## config.mk

```make
export PLATFORM = sky130hd
export DESIGN_NAME = windowed_sample_averager_flat
export DESIGN_NICKNAME = d
export VERILOG_FILES = /design/src/rtl/core/wsa_pkg.sv /design/src/rtl/core/wsa_if.sv /design/src/rtl/core/windowed_sample_averager.sv /design/src/flat_wrapper.sv
export SDC_FILE = /design/constraint.sdc
export NUM_CORES = 1
export LEC_CHECK = 0
export BUFFER_PORTS_ARGS = -buffer_cell sky130_fd_sc_hd__buf_4
export CORE_UTILIZATION = 50
export CTS_BUF_LIST = sky130_fd_sc_hd__clkbuf_8 sky130_fd_sc_hd__clkbuf_16
export DETAILED_ROUTE_END_ITERATION = 7
export MAX_ROUTING_LAYER = met4
export PLACE_DENSITY = 0.78
export SLEW_MARGIN = 20
export SYNTH_ARGS = -nofsm -noshare
export SYNTH_HDL_FRONTEND = slang
export SYNTH_SLANG_ARGS = --single-unit
```

## constraint.sdc

```tcl
create_clock -name clk -period 10.9 [get_ports clk]
set_input_delay 2.18 -clock clk [delete_from_list [all_inputs] [get_ports clk]]
set_output_delay 2.18 -clock clk [all_outputs]
set_load 0.01 [all_outputs]
```

## src/rtl/core/wsa_pkg.sv

```systemverilog
// shared widths and codes of the windowed sample averager
`default_nettype none
package wsa_pkg;
  localparam int SAMPLE_W = 16;
  localparam int CM_W = 13;
  localparam int CNT_W = 7;
  localparam int SUM_W = 23;
  localparam int WIN_W = 17;
  localparam int NUM_W = 24;
  localparam int DEN_W = 12;
  localparam int DIV_STEPS = NUM_W;
  localparam int DIV_CNT_W = $clog2(DIV_STEPS);
  localparam int CFG_IDX_W = 2;

  localparam logic [CFG_IDX_W-1:0] CFG_LOWER_CM = 2'd0;
  localparam logic [CFG_IDX_W-1:0] CFG_UPPER_CM = 2'd1;
  localparam logic [CM_W-1:0] UPPER_CM_RESET = 13'd6553;
endpackage
`default_nettype wire

```

## src/rtl/core/wsa_if.sv

```systemverilog
// request channels of the windowed sample averager
`default_nettype none
interface wsa_in_if;
  logic valid;
  logic ready;
  logic [wsa_pkg::SAMPLE_W-1:0] sample_mm;
  logic last;
  modport source (output valid, output sample_mm, output last, input ready);
  modport sink (input valid, input sample_mm, input last, output ready);
endinterface

interface wsa_out_if;
  logic valid;
  logic ready;
  logic [wsa_pkg::CM_W-1:0] mean_cm;
  logic [wsa_pkg::CNT_W-1:0] good_count;
  logic none_good;
  logic in_range;
  logic overflow;
  modport source (output valid, output mean_cm, output good_count, output none_good,
                  output in_range, output overflow, input ready);
  modport sink (input valid, input mean_cm, input good_count, input none_good,
                input in_range, input overflow, output ready);
endinterface

interface wsa_cfg_if;
  logic valid;
  logic ready;
  logic [wsa_pkg::CFG_IDX_W-1:0] index;
  logic [wsa_pkg::CM_W-1:0] data;
  modport source (output valid, output index, output data, input ready);
  modport sink (input valid, input index, input data, output ready);
endinterface
`default_nettype wire

```

## src/rtl/core/windowed_sample_averager.sv

```systemverilog
// Averages millimetre distance samples that fall strictly inside the window
// (lower_cm*10, upper_cm*10) and, on the sample flagged last, returns the mean in
// centimetres rounded half up, the accepted count and range/overflow flags. A sample
// without last is added to the run and the block is ready again the next cycle.
// A last sample is followed by a step that forms numerator and divisor, the
// bit-per-cycle restoring divider, and a step that loads the output register once
// the output is free. The next run may start while a result waits on the output.
// Samples past MAX_SAMPLES in a run are dropped and flagged.
`default_nettype none
module windowed_sample_averager #(
  parameter int MAX_SAMPLES = 64
) (
  input  wire logic clk,
  input  wire logic rst_n,
  wsa_cfg_if.sink   cfg_ch,
  wsa_in_if.sink    in_ch,
  wsa_out_if.source out_ch
);
  import wsa_pkg::*;

  typedef enum logic [3:0] {
    ST_IDLE = 4'b0001,
    ST_PREP = 4'b0010,
    ST_DIV  = 4'b0100,
    ST_DONE = 4'b1000
  } state_t;

  state_t state_r, state_nxt;

  logic [CM_W-1:0] lower_r, upper_r;
  logic [SUM_W-1:0] sum_r, sum_nxt;
  logic [CNT_W-1:0] acc_r, acc_nxt;
  logic [CNT_W-1:0] seen_r, seen_nxt;
  logic ovf_r, ovf_nxt;

  logic [NUM_W-1:0] num_r;
  logic [DEN_W-1:0] den_r;
  logic [DEN_W-1:0] rem_r;
  logic [DIV_CNT_W-1:0] cnt_r;
  logic [CNT_W-1:0] res_cnt_r;
  logic res_none_r, res_ovf_r;

  logic out_valid_r;
  logic [CM_W-1:0] out_mean_r;
  logic [CNT_W-1:0] out_cnt_r;
  logic out_none_r, out_rng_r, out_ovf_r;

  logic fire, room, in_win, load_out;
  logic [WIN_W-1:0] lower_mm, upper_mm, sample_ext;
  logic [DEN_W:0] rem_sh, rem_diff;
  logic rem_ge;
  logic [CM_W-1:0] mean;
  logic rng;

  // configuration
  assign cfg_ch.ready = 1'b1;
  always_ff @(posedge clk) begin
    if (!rst_n) begin
      lower_r <= '0;
      upper_r <= UPPER_CM_RESET;
    end else if (cfg_ch.valid) begin
      if (cfg_ch.index == CFG_LOWER_CM) lower_r <= cfg_ch.data;
      if (cfg_ch.index == CFG_UPPER_CM) upper_r <= cfg_ch.data;
    end
  end

  // window bounds in millimetres, times ten as shift-add
  assign lower_mm = WIN_W'({lower_r, 3'b000}) + WIN_W'({lower_r, 1'b0});
  assign upper_mm = WIN_W'({upper_r, 3'b000}) + WIN_W'({upper_r, 1'b0});
  assign sample_ext = WIN_W'(in_ch.sample_mm);

  assign in_ch.ready = (state_r == ST_IDLE);
  assign fire = in_ch.valid && in_ch.ready;
  assign room = (seen_r < CNT_W'(MAX_SAMPLES));
  assign in_win = (sample_ext > lower_mm) && (sample_ext < upper_mm);

  // divider step
  assign rem_sh = {rem_r, num_r[NUM_W-1]};
  assign rem_ge = (rem_sh >= {1'b0, den_r});
  assign rem_diff = rem_sh - {1'b0, den_r};

  assign mean = res_none_r ? '0 : num_r[CM_W-1:0];
  assign rng = !res_none_r && (mean >= lower_r) && (mean <= upper_r);
  assign load_out = (state_r == ST_DONE) && (!out_valid_r || out_ch.ready);

  always_comb begin
    state_nxt = state_r;
    sum_nxt = sum_r;
    acc_nxt = acc_r;
    seen_nxt = seen_r;
    ovf_nxt = ovf_r;
    case (state_r)
      ST_IDLE: begin
        if (fire) begin
          if (room) begin
            seen_nxt = seen_r + 1'b1;
            if (in_win) begin
              sum_nxt = sum_r + SUM_W'(in_ch.sample_mm);
              acc_nxt = acc_r + 1'b1;
            end
          end else begin
            ovf_nxt = 1'b1;
          end
          if (in_ch.last) state_nxt = ST_PREP;
        end
      end
      ST_PREP: begin
        // run totals are latched into the divider here, so clear the run
        sum_nxt = '0;
        acc_nxt = '0;
        seen_nxt = '0;
        ovf_nxt = 1'b0;
        state_nxt = ST_DIV;
      end
      ST_DIV: begin
        if (cnt_r == DIV_CNT_W'(DIV_STEPS - 1)) state_nxt = ST_DONE;
      end
      ST_DONE: begin
        if (load_out) state_nxt = ST_IDLE;
      end
      default: state_nxt = ST_IDLE;
    endcase
  end

  always_ff @(posedge clk) begin
    if (!rst_n) begin
      state_r <= ST_IDLE;
      sum_r <= '0;
      acc_r <= '0;
      seen_r <= '0;
      ovf_r <= 1'b0;
      cnt_r <= '0;
      out_valid_r <= 1'b0;
    end else begin
      state_r <= state_nxt;
      sum_r <= sum_nxt;
      acc_r <= acc_nxt;
      seen_r <= seen_nxt;
      ovf_r <= ovf_nxt;
      if (state_r == ST_PREP) cnt_r <= '0;
      else if (state_r == ST_DIV) cnt_r <= cnt_r + 1'b1;
      if (load_out) out_valid_r <= 1'b1;
      else if (out_ch.ready) out_valid_r <= 1'b0;
    end
  end

  // numerator 2*sum + 10*n, divisor 20*n, quotient shifts into num_r
  always_ff @(posedge clk) begin
    if (state_r == ST_PREP) begin
      num_r <= NUM_W'({sum_r, 1'b0}) + NUM_W'({acc_r, 3'b000}) + NUM_W'({acc_r, 1'b0});
      den_r <= DEN_W'({acc_r, 4'b0000}) + DEN_W'({acc_r, 2'b00});
      rem_r <= '0;
      res_cnt_r <= acc_r;
      res_none_r <= (acc_r == '0);
      res_ovf_r <= ovf_r;
    end else if (state_r == ST_DIV) begin
      rem_r <= rem_ge ? rem_diff[DEN_W-1:0] : rem_sh[DEN_W-1:0];
      num_r <= {num_r[NUM_W-2:0], rem_ge};
    end
    if (load_out) begin
      out_mean_r <= mean;
      out_cnt_r <= res_cnt_r;
      out_none_r <= res_none_r;
      out_rng_r <= rng;
      out_ovf_r <= res_ovf_r;
    end
  end

  assign out_ch.valid = out_valid_r;
  assign out_ch.mean_cm = out_mean_r;
  assign out_ch.good_count = out_cnt_r;
  assign out_ch.none_good = out_none_r;
  assign out_ch.in_range = out_rng_r;
  assign out_ch.overflow = out_ovf_r;

  a_acc_le_seen: assert property (@(posedge clk) disable iff (!rst_n)
    acc_r <= seen_r)
    else $error("accepted count above seen count");

  a_seen_bound: assert property (@(posedge clk) disable iff (!rst_n)
    seen_r <= CNT_W'(MAX_SAMPLES))
    else $error("seen count past window size");

  a_div_len: assert property (@(posedge clk) disable iff (!rst_n)
    (state_r == ST_DIV) && (cnt_r == DIV_CNT_W'(DIV_STEPS - 1)) |=> (state_r == ST_DONE))
    else $error("divider did not finish after its last step");

  a_none_zero: assert property (@(posedge clk) disable iff (!rst_n)
    out_valid_r && out_none_r |-> (out_mean_r == '0) && (out_cnt_r == '0) && !out_rng_r)
    else $error("empty run reported a mean, count or range");
endmodule
`default_nettype wire

```

## src/flat_wrapper.sv

```systemverilog
// flat-port wrapper written by rule: the top's interface ports become plain ports
module windowed_sample_averager_flat import wsa_pkg::*;
#(
  parameter int MAX_SAMPLES = 64
)
  (clk, rst_n, cfg_ch_valid, cfg_ch_index, cfg_ch_data, cfg_ch_ready, in_ch_valid, in_ch_sample_mm, in_ch_last, in_ch_ready, out_ch_valid, out_ch_mean_cm, out_ch_good_count, out_ch_none_good, out_ch_in_range, out_ch_overflow, out_ch_ready);
  wsa_cfg_if cfg_ch_i ();
  wsa_in_if in_ch_i ();
  wsa_out_if out_ch_i ();
  input  wire logic clk;
  input  wire logic rst_n;
  input wire logic [$bits(cfg_ch_i.valid)-1:0] cfg_ch_valid;
  input wire logic [$bits(cfg_ch_i.index)-1:0] cfg_ch_index;
  input wire logic [$bits(cfg_ch_i.data)-1:0] cfg_ch_data;
  output wire logic [$bits(cfg_ch_i.ready)-1:0] cfg_ch_ready;
  input wire logic [$bits(in_ch_i.valid)-1:0] in_ch_valid;
  input wire logic [$bits(in_ch_i.sample_mm)-1:0] in_ch_sample_mm;
  input wire logic [$bits(in_ch_i.last)-1:0] in_ch_last;
  output wire logic [$bits(in_ch_i.ready)-1:0] in_ch_ready;
  output wire logic [$bits(out_ch_i.valid)-1:0] out_ch_valid;
  output wire logic [$bits(out_ch_i.mean_cm)-1:0] out_ch_mean_cm;
  output wire logic [$bits(out_ch_i.good_count)-1:0] out_ch_good_count;
  output wire logic [$bits(out_ch_i.none_good)-1:0] out_ch_none_good;
  output wire logic [$bits(out_ch_i.in_range)-1:0] out_ch_in_range;
  output wire logic [$bits(out_ch_i.overflow)-1:0] out_ch_overflow;
  input wire logic [$bits(out_ch_i.ready)-1:0] out_ch_ready;
  assign cfg_ch_i.valid = cfg_ch_valid;
  assign cfg_ch_i.index = cfg_ch_index;
  assign cfg_ch_i.data = cfg_ch_data;
  assign cfg_ch_ready = cfg_ch_i.ready;
  assign in_ch_i.valid = in_ch_valid;
  assign in_ch_i.sample_mm = in_ch_sample_mm;
  assign in_ch_i.last = in_ch_last;
  assign in_ch_ready = in_ch_i.ready;
  assign out_ch_valid = out_ch_i.valid;
  assign out_ch_mean_cm = out_ch_i.mean_cm;
  assign out_ch_good_count = out_ch_i.good_count;
  assign out_ch_none_good = out_ch_i.none_good;
  assign out_ch_in_range = out_ch_i.in_range;
  assign out_ch_overflow = out_ch_i.overflow;
  assign out_ch_i.ready = out_ch_ready;
  windowed_sample_averager #(.MAX_SAMPLES(MAX_SAMPLES)) u_core (.clk(clk), .rst_n(rst_n), .cfg_ch(cfg_ch_i), .in_ch(in_ch_i), .out_ch(out_ch_i));
endmodule
```

# Yosys cells after proc, flatten, opt, wreduce, memory -nomap -nowiden

Index checks and enable logic that the tools add are counted.

Bits in registers: 154
Word-level logic and storage cells: 95

$add $sub $neg: 10
Magnitude comparators: 6
Eq/ne operators: 13
Multiplexer cells: 25
Bitwise gates (word level): 1
Reductions and logical operators: 20

Operator list:

| kind                                          | number |
|---|---|
| 2-to-1 mux 23 bit                             | 3 |
| 2-to-1 mux 24 bit                             | 2 |
| case mux 23 bit (2 select lines)              | 1 |
| 2-to-1 mux 7 bit                              | 5 |
| adder 16 x 14 -> 17 bit                       | 2 |
| case mux 7 bit (2 select lines)               | 2 |
| adder 24 x 10 -> 24 bit                       | 1 |
| adder 24 x 8 -> 24 bit                        | 1 |
| adder 23 x 16 -> 23 bit                       | 1 |
| greater-than comparator 16 x 17 -> 1 bit      | 1 |
| less-than comparator 16 x 17 -> 1 bit         | 1 |
| 2-to-1 mux 4 bit                              | 4 |
| case mux 4 bit (4 select lines)               | 1 |
| adder 7 x 1 -> 7 bit (second input constant)  | 2 |
| greater-or-equal comparator 13 x 12 -> 1 bit  | 1 |
| greater-or-equal comparator 13 bit            | 1 |
| less-or-equal comparator 13 bit               | 1 |
| 2-to-1 mux 13 bit                             | 1 |
| adder 11 x 9 -> 12 bit                        | 1 |
| 2-to-1 mux 12 bit                             | 1 |
| subtractor 12 bit                             | 1 |
| inequality test 2 bit (second input constant) | 5 |
| AND reduction 4 bit                           | 2 |
| logical NOT 7 bit                             | 1 |
| other kinds (20)                              | 33 |

# Depth between registers and ports, before layout

Gate-level depths: netlist of the first run.

Word-level depth: 7
Depth in mapped cells: 22
Mapped depth without buffers: 20

# Worst setup path before layout of the first run

Ideal clock, no wire load.

Kind: input to register
Start: in in_ch_sample_mm[0]
End: reg u_core.sum_r[20]
Setup time: 69 ps
Arrival: 4,126 ps
Path slack: 6,705 ps
Stages on the path: 11
Buffers on the path: 0
Path through: ha_1 > inv_1 > fa_1 > nor2b_1 > o2111ai_1 > nand3_1 > nand3_1 > a31oi_1 > nand2_1 > or4_1 > o21ai_1

Cells in the longest elaborated chain, start to end: 5

RTL lines:

| element                          | line                            | text |
|---|---|---|
| start: declaration               | flat_wrapper.sv:17              | `input wire logic [$bits(in_ch_i.sample_mm)-1:0] in_ch_sample_mm;` |
| adder 23 x 16 -> 23 bit          | windowed_sample_averager.sv:98  | `sum_nxt = sum_r + SUM_W'(in_ch.sample_mm);` |
| 2-to-1 mux 23 bit                | windowed_sample_averager.sv:97  | `if (in_win) begin` |
| 2-to-1 mux 23 bit                | windowed_sample_averager.sv:95  | `if (room) begin` |
| 2-to-1 mux 23 bit                | windowed_sample_averager.sv:94  | `if (fire) begin` |
| case mux 23 bit (2 select lines) | windowed_sample_averager.sv:92  | `case (state_r)` |
| end signal: assignment           | windowed_sample_averager.sv:136 | `sum_r <= sum_nxt;` |
| end: declaration                 | windowed_sample_averager.sv:31  | `logic [SUM_W-1:0] sum_r, sum_nxt;` |

Parallel ways exist; a longest one is shown, timed or not. The select of a mux whose other input is x is not followed.
A chain may end at the register's enable or synchronous reset.

# Worst setup path after layout of the first run

Start: reg u_core.upper_r[5]
End: reg u_core.sum_r[2]

Cells in the longest elaborated chain, start to end: 5

RTL lines:

| element                                | line                           | text |
|---|---|---|
| start: declaration                     | windowed_sample_averager.sv:30 | `logic [CM_W-1:0] lower_r, upper_r;` |
| start signal: assignment               | windowed_sample_averager.sv:63 | `if (cfg_ch.index == CFG_UPPER_CM) upper_r <= cfg_ch.data;` |
| adder 16 x 14 -> 17 bit                | windowed_sample_averager.sv:69 | `assign upper_mm = WIN_W'({upper_r, 3'b000}) + WIN_W'({upper_r, 1'b0});` |
| less-than comparator 16 x 17 -> 1 bit  | windowed_sample_averager.sv:75 | `assign in_win = (sample_ext > lower_mm) && (sample_ext < upper_mm);` |
| logical AND 1 bit                      | windowed_sample_averager.sv:75 |  |
| inequality test 2 bit (no source line) | -                              |  |
| AND reduction 4 bit (no source line)   | -                              |  |

No other way between the ends.

==> results of run 1 <==
cell families after synthesis:
group / synth area share, %
flops: 35.59
fa+ha+maj: 17.43
simple gates: 18.16
compound gates: 17.67
buf+inv: 4.033
xor+xnor: 5.903
other cells: 0.03663
mux: 1.173
worst max path at each step:
stage / endpoint / depth (start not counted) / start / slack, ns
6_report: u_core.sum_r[2]$_SDFFE_PN0P_ / 19 / u_core.upper_r[5]$_SDFFE_PN0P_ / 5.99
5_1_grt: u_core.sum_r[2]$_SDFFE_PN0P_ / 19 / u_core.upper_r[5]$_SDFFE_PN0P_ / 5.61
4_1_cts: u_core.sum_r[3]$_SDFFE_PN0P_ / 18 / u_core.lower_r[0]$_SDFFE_PN0P_ / 5.87
3_5_place_dp: u_core.sum_r[3]$_SDFFE_PN0P_ / 10 / in_ch_sample_mm[14] / 5.88
3_3_place_gp: u_core.sum_r[15]$_SDFFE_PN0P_ / 10 / in_ch_sample_mm[14] / 5.96
2_1_floorplan: u_core.sum_r[20]$_SDFFE_PN0P_ / 11 / in_ch_sample_mm[0] / 6.71
report_power, final:
group          internal (mW)  total (mW)  switching (mW)
logic                  0.152       0.360           0.207
clock network          0.397       0.651           0.253
registers              0.619       0.657          0.0377
state kept, by name, summed over array words and instances (netlist names):
name                      flops
u_core.lower_r               13
u_core.ovf_r                  1
u_core.den_r                  8
u_core.out_ch.overflow        1
u_core.num_r                 24
u_core.out_ch.good_count      7
u_core.out_ch.valid           1
u_core.rem_r                 12
u_core.res_ovf_r              1
u_core.sum_r                 23
u_core.upper_r               13
u_core.state_r                4
u_core.seen_r                 7
u_core.out_ch.in_range        1
u_core.res_none_r             1
u_core.cnt_r                  5
u_core.res_cnt_r              7
u_core.acc_r                  7
u_core.out_ch.none_good       1
u_core.out_ch.mean_cm        13
layout make-up:
class	count	area (um2)
sequential	150	3643
multi-input combinational	848	6195
clock inverter	14	210.2
inverter	71	266.5
clock buffer	18	439.2
timing repair buffer	67	510.5
fill	1699	8185
tap	265	331.6
metrics by stage:
stage	power [mW]	util, %	instances	hold slack, ns	worst slack, ns
6_report	1.667	58.62	1433	0.4195	5.995
5_1_grt	1.745	58.62	1433	0.4271	5.615
4_1_cts	1.668	58.55	1432	0.4210	5.874
3_5_place_dp	1.020	55.26	1400	0.4062	5.880
3_3_place_gp	1.009	55.24	1400	0.4020	5.959
2_1_floorplan	0.9254	-	1102	0.4003	6.705
cells in the mapped netlist (12+ instances only):
cell type	count	area [um2]
sky130_fd_sc_hd__a21boi_0	20	150.1
sky130_fd_sc_hd__a21boi_1	14	105.1
sky130_fd_sc_hd__a21o_1	30	225.2
sky130_fd_sc_hd__a21oi_1	48	240.2
sky130_fd_sc_hd__a31oi_1	12	75.07
sky130_fd_sc_hd__and3_1	16	100.1
sky130_fd_sc_hd__clkbuf_1	23	86.33
sky130_fd_sc_hd__dfxtp_1	86	1722
sky130_fd_sc_hd__edfxtp_1	64	1922
sky130_fd_sc_hd__ha_1	125	1564
sky130_fd_sc_hd__inv_1	70	262.8
sky130_fd_sc_hd__mux2i_1	12	120.1
sky130_fd_sc_hd__nand2_1	156	585.6
sky130_fd_sc_hd__nand2b_1	15	93.84
sky130_fd_sc_hd__nand3_1	28	140.1
sky130_fd_sc_hd__nand4_1	18	112.6
sky130_fd_sc_hd__nor2_1	43	161.4
sky130_fd_sc_hd__nor2b_1	26	162.7
sky130_fd_sc_hd__nor3_1	12	60.06
sky130_fd_sc_hd__o21ai_0	54	270.3
sky130_fd_sc_hd__xnor2_1	38	332.8
sky130_fd_sc_hd__xor2_1	31	271.5
layer usage:
metal  vias up  track usage (%)
met1      3913            32.17
met2       247            36.13
met4         0            6.842
met3        26            4.748
li1       4084                -
met5         -                -
cells in the final DEF (no fill, tap or decap), types with 31 or more instances in the layout:
cell and count:
sky130_fd_sc_hd__a21oi_1 48, sky130_fd_sc_hd__buf_4 66, sky130_fd_sc_hd__dfxtp_1 86, sky130_fd_sc_hd__edfxtp_1 64
sky130_fd_sc_hd__ha_1 125, sky130_fd_sc_hd__inv_1 69, sky130_fd_sc_hd__nand2_1 156, sky130_fd_sc_hd__nor2_1 43
sky130_fd_sc_hd__o21ai_0 54, sky130_fd_sc_hd__xnor2_1 38, sky130_fd_sc_hd__xor2_1 31
==> reports/results.txt, run 1 <==
The post-cts repair resize count is 0, and the maximum VDD drop is 0.1089 mV. The slack of the worst reg-to-reg path was 5.99 ns; the largest stage delay on the critical path was 0.50 ns. The worst pin sits at a relative slew slack of 49.41%. The mean routed wirelength per cell came out at 16.57 um. In this run, CTS created clock tree buffers numbering 17. In this run the top signal layer used is met4. STA classifies the critical path startpoint as a flop. Dividing the final minimum period by the clock period gives 45.00%. Setup total negative slack on the finished layout was measured at 0 ns. Counting flops with a built-in enable in the synthesized netlist gives 64. For this run the aggregate overflow at the end of global routing stands at 0.

The number of I/O port buffers was 61; the sequential element share of the synthesized area was 35.59%. Slew at the pin closest to its max-slew limit: 0.7509 ns. For this run, asynchronously set or reset flops after synthesis account for 0%. The tools report the row count as 51.

The routed via count was 8270. At the end of the flow, the number of nets in the layout was 1328. After synthesis, the mean cell area works out to 9.290 um2.

In this run the critical register-to-register path is captured at u_core.sum_r[2]$_SDFFE_PN0P_. The power density over the cells was 143.7 mW/mm2; the number of instances in the synthesized netlist was 1102. During I/O placement, the number of pins put on the boundary was 63. The run gives 150 as the sink count of the clock tree. The chip height works out to 145.1 um. The number of hold violations in the final report came out at 0. The number of buffer and inverter instances along the worst setup path came out at 1. The capturing element type of the critical path is a flop. Routability-driven placement finished with a final weighted congestion of 0.9211. Across every metal layer, demand over resource in global routing totals 23.83%. The path class of the tightest hold or removal check is reg -> reg. In this run the most critical hold path is launched from u_core.res_cnt_r[6]$_DFFE_PP_. Setup repair after global routing left no endpoint under its margin.

On the critical path, the stage with the largest delay is an instance of sky130_fd_sc_hd__or4_1. The worst hold path terminates at u_core.out_ch.good_count[6]$_DFFE_PP_. The tools report the maximum number of buffers from clock root to sink as 2. In the routed design, unresolved DRC markers number 0. The detail-routed via count per cell was 5.771. The run finished with clean final reports. The critical path is of the reg -> reg type.

The cell area reported after detailed placement was 0.01093 mm2. Once the floorplan was initialized, standard cells occupied 51.75% of the core. The first global-routing pass estimated 38.96 mm of wire. TritonCTS built the clock tree. For the worst-skew pair, the clock arrives at the later sink with an insertion delay of 0.43 ns. For the H-tree depth, the log shows 4.

The tools report the reg-to-reg critical path startpoint as u_core.upper_r[5]$_SDFFE_PN0P_. Data on the critical path is required at its endpoint by 11.26 ns. For this block, the initial DRC count from the detailed router was 449. The run gives 0.01978 mm2 as the placeable core region. For the number of warning messages in the yosys log, the log shows 0. Counting cells, the worst reg-to-reg path comes to 19. Along the worst path, the maximum fanout reaches 23. The ratio of cells with drive above 1 in the final layout is 11.04%. The die is 145.1 um wide.

The detailed-routing wirelength on met1 was 11.52 mm; the register clock-pin slew on the reported worst setup and hold paths was 0.06 ns. The logs give 1.386 mm for the met3 wire length and 5 for the iteration count of the initial detailed-routing pass. The die area is 0.02105 mm2. Wires add up to 23.75 mm. Summed over all nets, the half-perimeter wirelength after detailed placement is 17.67 mm.

The run gives 0 as the initial antenna violation count. The final critical-path required period was 4.905 ns. The critical path goes through ha_1 > and3_1 > a2111oi_4 > a21oi_2 > nand3_2 > nand2_1 > a21o_1 > a21oi_1 > xnor2_1 > ha_1 > a2111oi_0 > o21ai_0 > o221ai_1 > o31ai_1 > o211ai_2 > a31oi_4 > buf_8 > or4_1 > a21boi_1. The tools report the count of hold-fix buffers inserted at cts as 0. Among the stages of the critical path, the cell type that occurs most often is sky130_fd_sc_hd__ha_1.

The number of max-slew violations in the final report is 0. The logs give 5.001 nW for the static leakage and 203.9 MHz for the peak clock frequency supported by timing. The synthesized netlist occupies a cell area of 0.01024 mm2.

The number of antenna cells inserted is 0. The max-capacitance violation count is 0. The cell sitting at the root of the clock tree is a sky130_fd_sc_hd__clkbuf_16.

The layout-stage area growth over the synthesis result came out at 13.27%. The met2 wirelength from detailed routing was 10.49 mm; the count of distinct cell types in the synthesized netlist was 80. The final non-filler cell area is 0.01160 mm2, and the signal arrival time at the worst endpoint is 5.27 ns. When the netlist entered floorplanning its net count stood at 1275.

The number of post-CTS setup repair buffers came out at 0. The count of state elements after synthesis was 150. The most common flop cell mapped by yosys is sky130_fd_sc_hd__dfxtp_1.

The kind of cell adding the most delay to the critical path is compound AO/OA/AOI/OAI gates. Entering global routing, the biggest net connects 67 pins. Worst hold path stage count: 0. The clock arrives with 0.01276 ns of skew.

The run gives 7812 as the number of global-route vias before repair. Setup violations remaining at the end of the flow were counted as 0. Once detail routing completed, the nets flagged for antenna violations numbered 0.
No activity file was read; power rests on OpenSTA's default activity.
==> run 2: changes to the inputs <==
PLACE_DENSITY = 0.8   (was 0.78)
clock period = 4.1 ns   (was 10.9 ns; I/O delays follow)
==> reports/results.txt, run 2 (synthesis gave the netlist of run 1 again) <==
The startpoint identified for the worst hold timing path is u_core.res_cnt_r[3]$_DFFE_PP_. The region available for standard cell placement spans 0.01978 mm2. The number of buffer and inverter instances along the worst setup path came out at 2. The number of I/O port buffers is 61, and the final critical-path required period is 4.248 ns. The DRC violation count after routing came out at 0. u_core.num_r holds more flip-flops than any other register. The tools report the sink count of the clock tree as 150.

The number of antenna cells inserted was 0. For the count of fill cells added during filler insertion, the log shows 1605. The setup path with the least slack is of type reg -> reg. In the final layout, flip-flops and latches occupy 0.003649 mm2.

Of all nets on the critical path, the largest fanout is 17. For the setup slack after layout, the log shows -0.1482 ns. The critical path goes through ha_4 > fa_2 > a21o_1 > a21oi_2 > o21bai_2 > a211oi_2 > buf_4 > o31ai_2 > o21a_1 > o21ai_2 > xnor2_1 > ha_1 > a21oi_2 > nand2b_1 > a2111oi_4 > nor4b_4 > a31oi_4 > buf_8 > or4_1 > o21ai_1. The tools report the met3 track demand over resource in global routing as 4.906%. The multi-input combinational cells in the finished layout cover a total of 0.006401 mm2. The ratio of cells with drive above 1 in the final layout was 17.85%; the initial antenna violation count was 0. In this run the worst setup path begins at u_core.lower_r[2]$_SDFFE_PN0P_.

Fraction of power consumed by combinational cells: 25.2%. The layout-stage area growth over the synthesis result was 18.47%; the normalized max-slew margin was 43.26%. The proportion of total power due to net switching was 31.96%. The slowest stage of the critical path is the sky130_fd_sc_hd__or4_1 cell.

The tools report the number of hold violations in the final report as 0. Global routing used 24.76% of the available tracks. The final reports fail on negative setup slack. The internal power summed over all cells is 2.915 mW, and the final cell count without fillers is 1486. The number of max-slew violations in the final report is 0. The tool flagged a number of max-cap violations equal to 0.

Number of nets in the layout: 1381. Entering global routing, the biggest net connects 67 pins. For the wire length after detailed routing, the log shows 25.21 mm. The run gives 32.75% as the met1 track demand over resource in global routing. The run gives 5 as the iteration count of the initial detailed-routing pass. The clock passes through at most 2 buffers.

The register clock-pin slew on the reported worst setup and hold paths was 0.07 ns; the half-perimeter wire length of the detailed placement result was 18.72 mm. The tools report the capturing element type of the critical path as a flop. The number of global-route vias before repair is 8169, and the first-iteration detailed-routing DRC count is 681. In the layout the commonest cells are 155 x sky130_fd_sc_hd__nand2_1, 119 x sky130_fd_sc_hd__ha_1, 113 x sky130_fd_sc_hd__buf_4.

The post-detailed-route count of antenna-violating nets was 0. The slack of the worst reg-to-reg path came out at -0.15 ns. The detailed router placed 8623 vias in this run.

The run gives 34.2% as the clock power share. Cells fill 61.31% of the core in the end. During I/O placement, the number of pins put on the boundary was 63. The cell occurring most often along the worst timing path is sky130_fd_sc_hd__a21oi_2. The buffer cell driving the clock tree root is sky130_fd_sc_hd__clkbuf_16. Global-route congestion overflow total: 0.

Clock latency on the worst-skew pair, taken at its later pin, is 0.44 ns. For the maximum VDD drop, the log shows 0.3131 mV. Setup repair after global routing could not meet its margin everywhere. Global routing consumed, on the met2 layer, 38.10% of the routing resources. The tools report the portion of total power attributed to sequential cells as 40.6%. Nature of the critical path startpoint: a flop. The register with the most flip-flops in the layout has 24 of them. The layer flagged by global routing as most heavily used is met2. In this run the power spent charging and discharging nets is 1.370 mW.

Setup clock skew after layout: 0.01281 ns. Kind of cell adding the most delay to the critical path: compound AO/OA/AOI/OAI gates. TritonCTS built the clock tree. The die span in x was 145.1 um; the period utilization was 103.6%. The run gives 4.47 ns as the required time of the critical path.

For the number of clock buffers inserted by TritonCTS, the log shows 17. The first global-routing pass estimated 40.52 mm of wire. Power spread over the standard cell area amounts to 353.3 mW/mm2. The run finished, with violations left.

Static leakage: 5.234 nW. The number of hold buffers added after CTS was 0. For the H-tree depth, the log shows 4. In the routed layout, each cell is associated on average with a via count of 5.803. The mean routed wirelength per cell works out to 16.97 um.

The peak clock frequency supported by timing is 235.4 MHz, and the row count is 51. Once placement completed, the tool counted placed cells totaling 1438. The slew at the pin closest to its max-slew limit is 0.8480 ns, and the final sum of negative setup slack is -1.289 ns.

Once the floorplan was initialized, standard cells occupied 51.75% of the core. The die covers 0.02105 mm2. The startpoint identified for the worst register-to-register timing path is u_core.lower_r[2]$_SDFFE_PN0P_.

For the signal arrival time at the worst endpoint, the log shows 4.62 ns. Setup violations remaining at the end of the flow were counted as 19. The largest single stage delay on the critical path is 0.50 ns. The largest registers in the layout are u_core.num_r x24, u_core.sum_r x23. Type of the tightest min-delay check: reg -> reg.

The library cell used most frequently in the layout, excluding fill and tap cells, is sky130_fd_sc_hd__nand2_1. Chip height: 145.1 um. Weighted congestion reported at the end of routability-driven placement: 0.9339.
## run 2: changes by cell type in the layout (fill, tap and decap cells not counted), moves of 6 or more
cell	change
sky130_fd_sc_hd__buf_4	+47
sky130_fd_sc_hd__o21ai_0	-6
sky130_fd_sc_hd__ha_1	-6
sky130_fd_sc_hd__a21oi_1	-6
sky130_fd_sc_hd__a21oi_2	+6
sky130_fd_sc_hd__buf_6	+6
## run 2: cell type report
| class | count | area share (%) |
|---|---|---|
| multi-input combinational | 848 | 52.78 |
| inverter | 71 | 2.228 |
| tap | 265 | 2.734 |
| sequential | 150 | 30.08 |
| clock inverter | 15 | 0.9904 |
| timing repair buffer | 120 | 7.676 |
| clock buffer | 17 | 3.508 |
## run 2: layer usage
layer / wire, um / part of all wire, %
met3: 1463 / 5.8
met4: 535 / 2.1
met1: 11660 / 46
met5: 0 / 0
met2: 11550 / 46
## run 2: worst register-to-register path, cell delays in order, from the launching register on
cell and delay (ns):
sky130_fd_sc_hd__dfxtp_2 0.34, sky130_fd_sc_hd__ha_4 0.16, sky130_fd_sc_hd__fa_2 0.35, sky130_fd_sc_hd__a21o_1 0.19
sky130_fd_sc_hd__a21oi_2 0.18, sky130_fd_sc_hd__o21bai_2 0.09, sky130_fd_sc_hd__a211oi_2 0.26, sky130_fd_sc_hd__buf_4 0.16
sky130_fd_sc_hd__o31ai_2 0.06, sky130_fd_sc_hd__o21a_1 0.20, sky130_fd_sc_hd__o21ai_2 0.14, sky130_fd_sc_hd__xnor2_1 0.10
sky130_fd_sc_hd__ha_1 0.36, sky130_fd_sc_hd__a21oi_2 0.08, sky130_fd_sc_hd__nand2b_1 0.12, sky130_fd_sc_hd__a2111oi_4 0.05
sky130_fd_sc_hd__nor4b_4 0.39, sky130_fd_sc_hd__a31oi_4 0.16, sky130_fd_sc_hd__buf_8 0.20, sky130_fd_sc_hd__or4_1 0.50
sky130_fd_sc_hd__o21ai_1 0.08
## run 2: timing repair
item / in CTS / in global routing
buffers inserted: 8 / 9
pin swaps: 18 / 41
setup endpoints to repair: 29 / 31
gates resized for setup: 17 / 38
## run 2: final timing paths
kind / endpoint / depth (start not counted)
max: u_core.sum_r[20]$_SDFFE_PN0P_ / 20
min: u_core.out_ch.good_count[3]$_DFFE_PP_ / 0
max reg2reg: u_core.sum_r[20]$_SDFFE_PN0P_ / 20
min reg2reg: u_core.out_ch.good_count[3]$_DFFE_PP_ / 0
## run 2: power by group through the flow
stage	clock (mW)	combinational [mW]	sequential [mW]
final	1.47	1.08	1.74
after global routing	1.53	1.20	1.75
after CTS	1.47	1.03	1.73
after detailed placement	0	0.989	1.76
after global placement	0	0.960	1.76
after floorplan	0	0.731	1.73
## run 2: stage by stage
stage	setup slack, ns	power (mW)	hold WS (ns)	instance area, um2
after floorplan	0.01324	2.463	0.4003	10250
after global placement	-0.09353	2.719	0.4027	11230
after detailed placement	-0.1463	2.752	0.4098	11230
after CTS	0.0009099	4.227	0.4234	11890
after global routing	-0.3420	4.481	0.4265	12130
final	-0.1482	4.285	0.4216	12130
==> run 3: changes to the inputs <==
PLACE_DENSITY = 0.78   (was 0.8)
clock period = 5.35 ns   (was 4.1 ns; I/O delays follow)
==> reports/results.txt, run 3 (synthesis gave the netlist of run 1 again) <==
The run finished with clean final reports. The final layout contains routed wiring with a total length of 23.75 mm. In this run the tightest slew margin relative to its limit is 29.30%. The number of cell instances on the worst register-to-register path came out at 19.

Reg-to-reg critical path startpoint: u_core.lower_r[0]$_SDFFE_PN0P_. The global-route congestion overflow total came out at 0. The clock power share is 35.6%.

The signal arrival time at the worst endpoint was 5.12 ns. Leaving out fill and tap cells, the most frequent cell in the layout is sky130_fd_sc_hd__nand2_1. The post-route netlist has 11.12% of its cells at a drive strength greater than 1. Buffers placed on the I/O ports in this run total 61.

The largest fanout on the critical path is 30. From synthesis to final layout, the design area changed by 12.51%. Ranked by flip-flop count, first place goes to u_core.num_r. The iteration count of the initial detailed-routing pass is 7. The flip-flop count of the largest register, all copies and words added came out at 24. For the max-capacitance violation count, the log shows 0. The detailed router used layers up to and including met4.

The tools report the weighted congestion reported at the end of routability-driven placement as 0.9027. After detailed routing, the wire length on met1 is 11.34 mm. 0 antenna diodes ended up in the layout.

Setup repair after global routing left no endpoint under its margin. The largest registers in the layout are u_core.num_r x24, u_core.sum_r x23. The min-delay analysis places its worst path in the category reg -> reg.

The worst hold path stage count was 0. Share of the core filled with cells: 58.23%. The tools report the count of hold-fix buffers inserted at cts as 0. For the finished layout, the period the worst path requires is 4.799 ns. By startpoint and endpoint, the worst setup path is classified as reg -> reg. Number of hold violations in the final report: 0. For the worst setup path, the data required time is 5.68 ns.

For the die area, the log shows 0.02105 mm2. Detailed routing placed a total of 10.81 mm of wire on met2. The tools report the number of cells after detailed placement as 1402. The critical hold path startpoint was u_core.res_cnt_r[6]$_DFFE_PP_. TritonCTS built the clock tree.

The die is 145.1 um tall. Proportion of total power due to net switching: 31.67%. First-iteration detailed-routing DRC count: 617. The starting density of the core is 51.75%. The final sum of negative setup slack was 0 ns.

The tools report the endpoint of the lowest-slack register-to-register path as u_core.sum_r[15]$_SDFFE_PN0P_. Entering global routing, the biggest net connects 67 pins. The tools report the maximum VDD drop as 0.2322 mV.

The half-perimeter wire length of the detailed placement result was 18.23 mm. The run gives 63 as the number of primary I/O pins. For this run, design rule violations remaining after detail routing come to 0. For the post-cts repair resize count, the log shows 0.

The share of total power dissipated in sequential elements is 41.4%. The run gives 0 as the number of post-CTS setup repair buffers. The worst setup path is launched from a flop. Internal power comes to 2.206 mW. At the end of the flow, the number of nets in the layout was 1329. The maximum number of buffers from clock root to sink came out at 2.

The sink count of the clock tree was 150; the register clock-pin slew on the reported worst setup and hold paths was 0.07 ns. In the layout the commonest cells are 156 x sky130_fd_sc_hd__nand2_1, 125 x sky130_fd_sc_hd__ha_1, 86 x sky130_fd_sc_hd__dfxtp_1. Slew at the pin closest to its max-slew limit: 1.059 ns. Row generation in the floorplan step produced 51 rows. The final cell count without fillers was 1434; the number of global-route vias before repair was 7876.

The number of max-slew violations in the final report was 0. The slack of the worst reg-to-reg path is 0.55 ns. The buffer cell driving the clock tree root was sky130_fd_sc_hd__clkbuf_16.

The tools report the peak clock frequency supported by timing as 208.4 MHz. Dividing the detail-routed wire length by the instance count gives 16.56 um. The run gives 8265 as the routed via count. Clock skew on the completed layout was measured at 0.01169 ns.

For this design the ratio of total power to cell area is 280.3 mW/mm2. At the later pin of the worst-skew pair, clock insertion delay measures 0.43 ns. For the initial antenna violation count, the log shows 0.

The met3 wire length was 1.205 mm. The tools report the hold-critical path endpoint as u_core.out_ch.good_count[6]$_DFFE_PP_. The worst path uses 89.70% of the clock period. The total area inside the core boundary comes to 0.01978 mm2. In the routed layout, each cell is associated on average with a via count of 5.764.

Counting the buffers created by CTS gives 17. The detail route stage leaves a number of antenna-violating nets equal to 0. Setup violations remaining at the end of the flow were counted as 0. The first global-routing pass estimated 39.70 mm of wire. STA classifies the critical path endpoint as a flop. H-tree depth: 4. Combinational logic burns 22.9% of the power. The total net switching power came out at 1.023 mW. The die span in x works out to 145.1 um. In this run the static leakage power is 4.963 nW. Global routing consumed, over all layers together, 24.12% of the routing resources.
[run 3: per-stage QoR]
stage	setup slack, ns	power, mW	hold slack (ns)	cell area, um2
2_1_floorplan	1.174	1.885	0.4003	10240
3_3_place_gp	0.7186	2.063	0.4014	10950
3_5_place_dp	0.5754	2.091	0.4061	10950
4_1_cts	0.5672	3.237	0.4211	11520
5_1_grt	0.2640	3.390	0.4264	11520
6_report	0.5513	3.229	0.4197	11520
[run 3: how the worst max path moves through the flow]
stage               depth (start not counted)                            from                            end
floorplan                                  20  u_core.lower_r[0]$_SDFFE_PN0P_  u_core.sum_r[11]$_SDFFE_PN0P_
global placement                           19  u_core.lower_r[0]$_SDFFE_PN0P_  u_core.sum_r[15]$_SDFFE_PN0P_
detailed placement                         19  u_core.lower_r[0]$_SDFFE_PN0P_  u_core.sum_r[15]$_SDFFE_PN0P_
CTS                                        19  u_core.lower_r[0]$_SDFFE_PN0P_  u_core.sum_r[15]$_SDFFE_PN0P_
global route                               19  u_core.lower_r[0]$_SDFFE_PN0P_  u_core.sum_r[15]$_SDFFE_PN0P_
finish                                     19  u_core.lower_r[0]$_SDFFE_PN0P_  u_core.sum_r[15]$_SDFFE_PN0P_
[run 3: metal layers]
metal	GRT usage [%]	vias up
met4	7.158	0
li1	-	4093
met1	33.11	3925
met3	3.270	31
met2	36.95	216
met5	-	-
[run 3: critical path, stage by stage, from the launching register on]
cell                        delay (ns)
sky130_fd_sc_hd__dfxtp_1          0.34
sky130_fd_sc_hd__ha_1             0.26
sky130_fd_sc_hd__fa_1             0.42
sky130_fd_sc_hd__a21o_1           0.17
sky130_fd_sc_hd__a21oi_1          0.21
sky130_fd_sc_hd__o21bai_1         0.11
sky130_fd_sc_hd__a211oi_1         0.32
sky130_fd_sc_hd__o31ai_1          0.15
sky130_fd_sc_hd__o21a_1           0.19
sky130_fd_sc_hd__or2_2            0.30
sky130_fd_sc_hd__ha_1             0.19
sky130_fd_sc_hd__a21o_1           0.17
sky130_fd_sc_hd__a21oi_1          0.20
sky130_fd_sc_hd__nand2b_1         0.10
sky130_fd_sc_hd__a2111oi_2        0.46
sky130_fd_sc_hd__nor4b_4          0.12
sky130_fd_sc_hd__a31oi_4          0.48
sky130_fd_sc_hd__buf_12           0.24
sky130_fd_sc_hd__mux2i_1          0.19
sky130_fd_sc_hd__nor2b_1          0.06
[run 3: power by group through the flow]
stage / Clock, mW / Combinational [mW] / Sequential, mW
floorplan: 0 / 0.558 / 1.33
global placement: 0 / 0.706 / 1.36
detailed placement: 0 / 0.732 / 1.36
CTS: 1.16 / 0.738 / 1.33
global route: 1.21 / 0.833 / 1.34
finish: 1.15 / 0.741 / 1.34
[run 3: area by class of cell]
| cell class | count | area, um2 |
|---|---|---|
| Clock inverter | 14 | 113.9 |
| Multi-Input combinational cell | 848 | 6190 |
| Clock buffer | 18 | 450.4 |
| Sequential cell | 150 | 3643 |
| Tap cell | 265 | 331.6 |
| Timing Repair Buffer | 68 | 523.0 |
| Inverter | 71 | 266.5 |
| Fill cell | 1702 | 8263 |
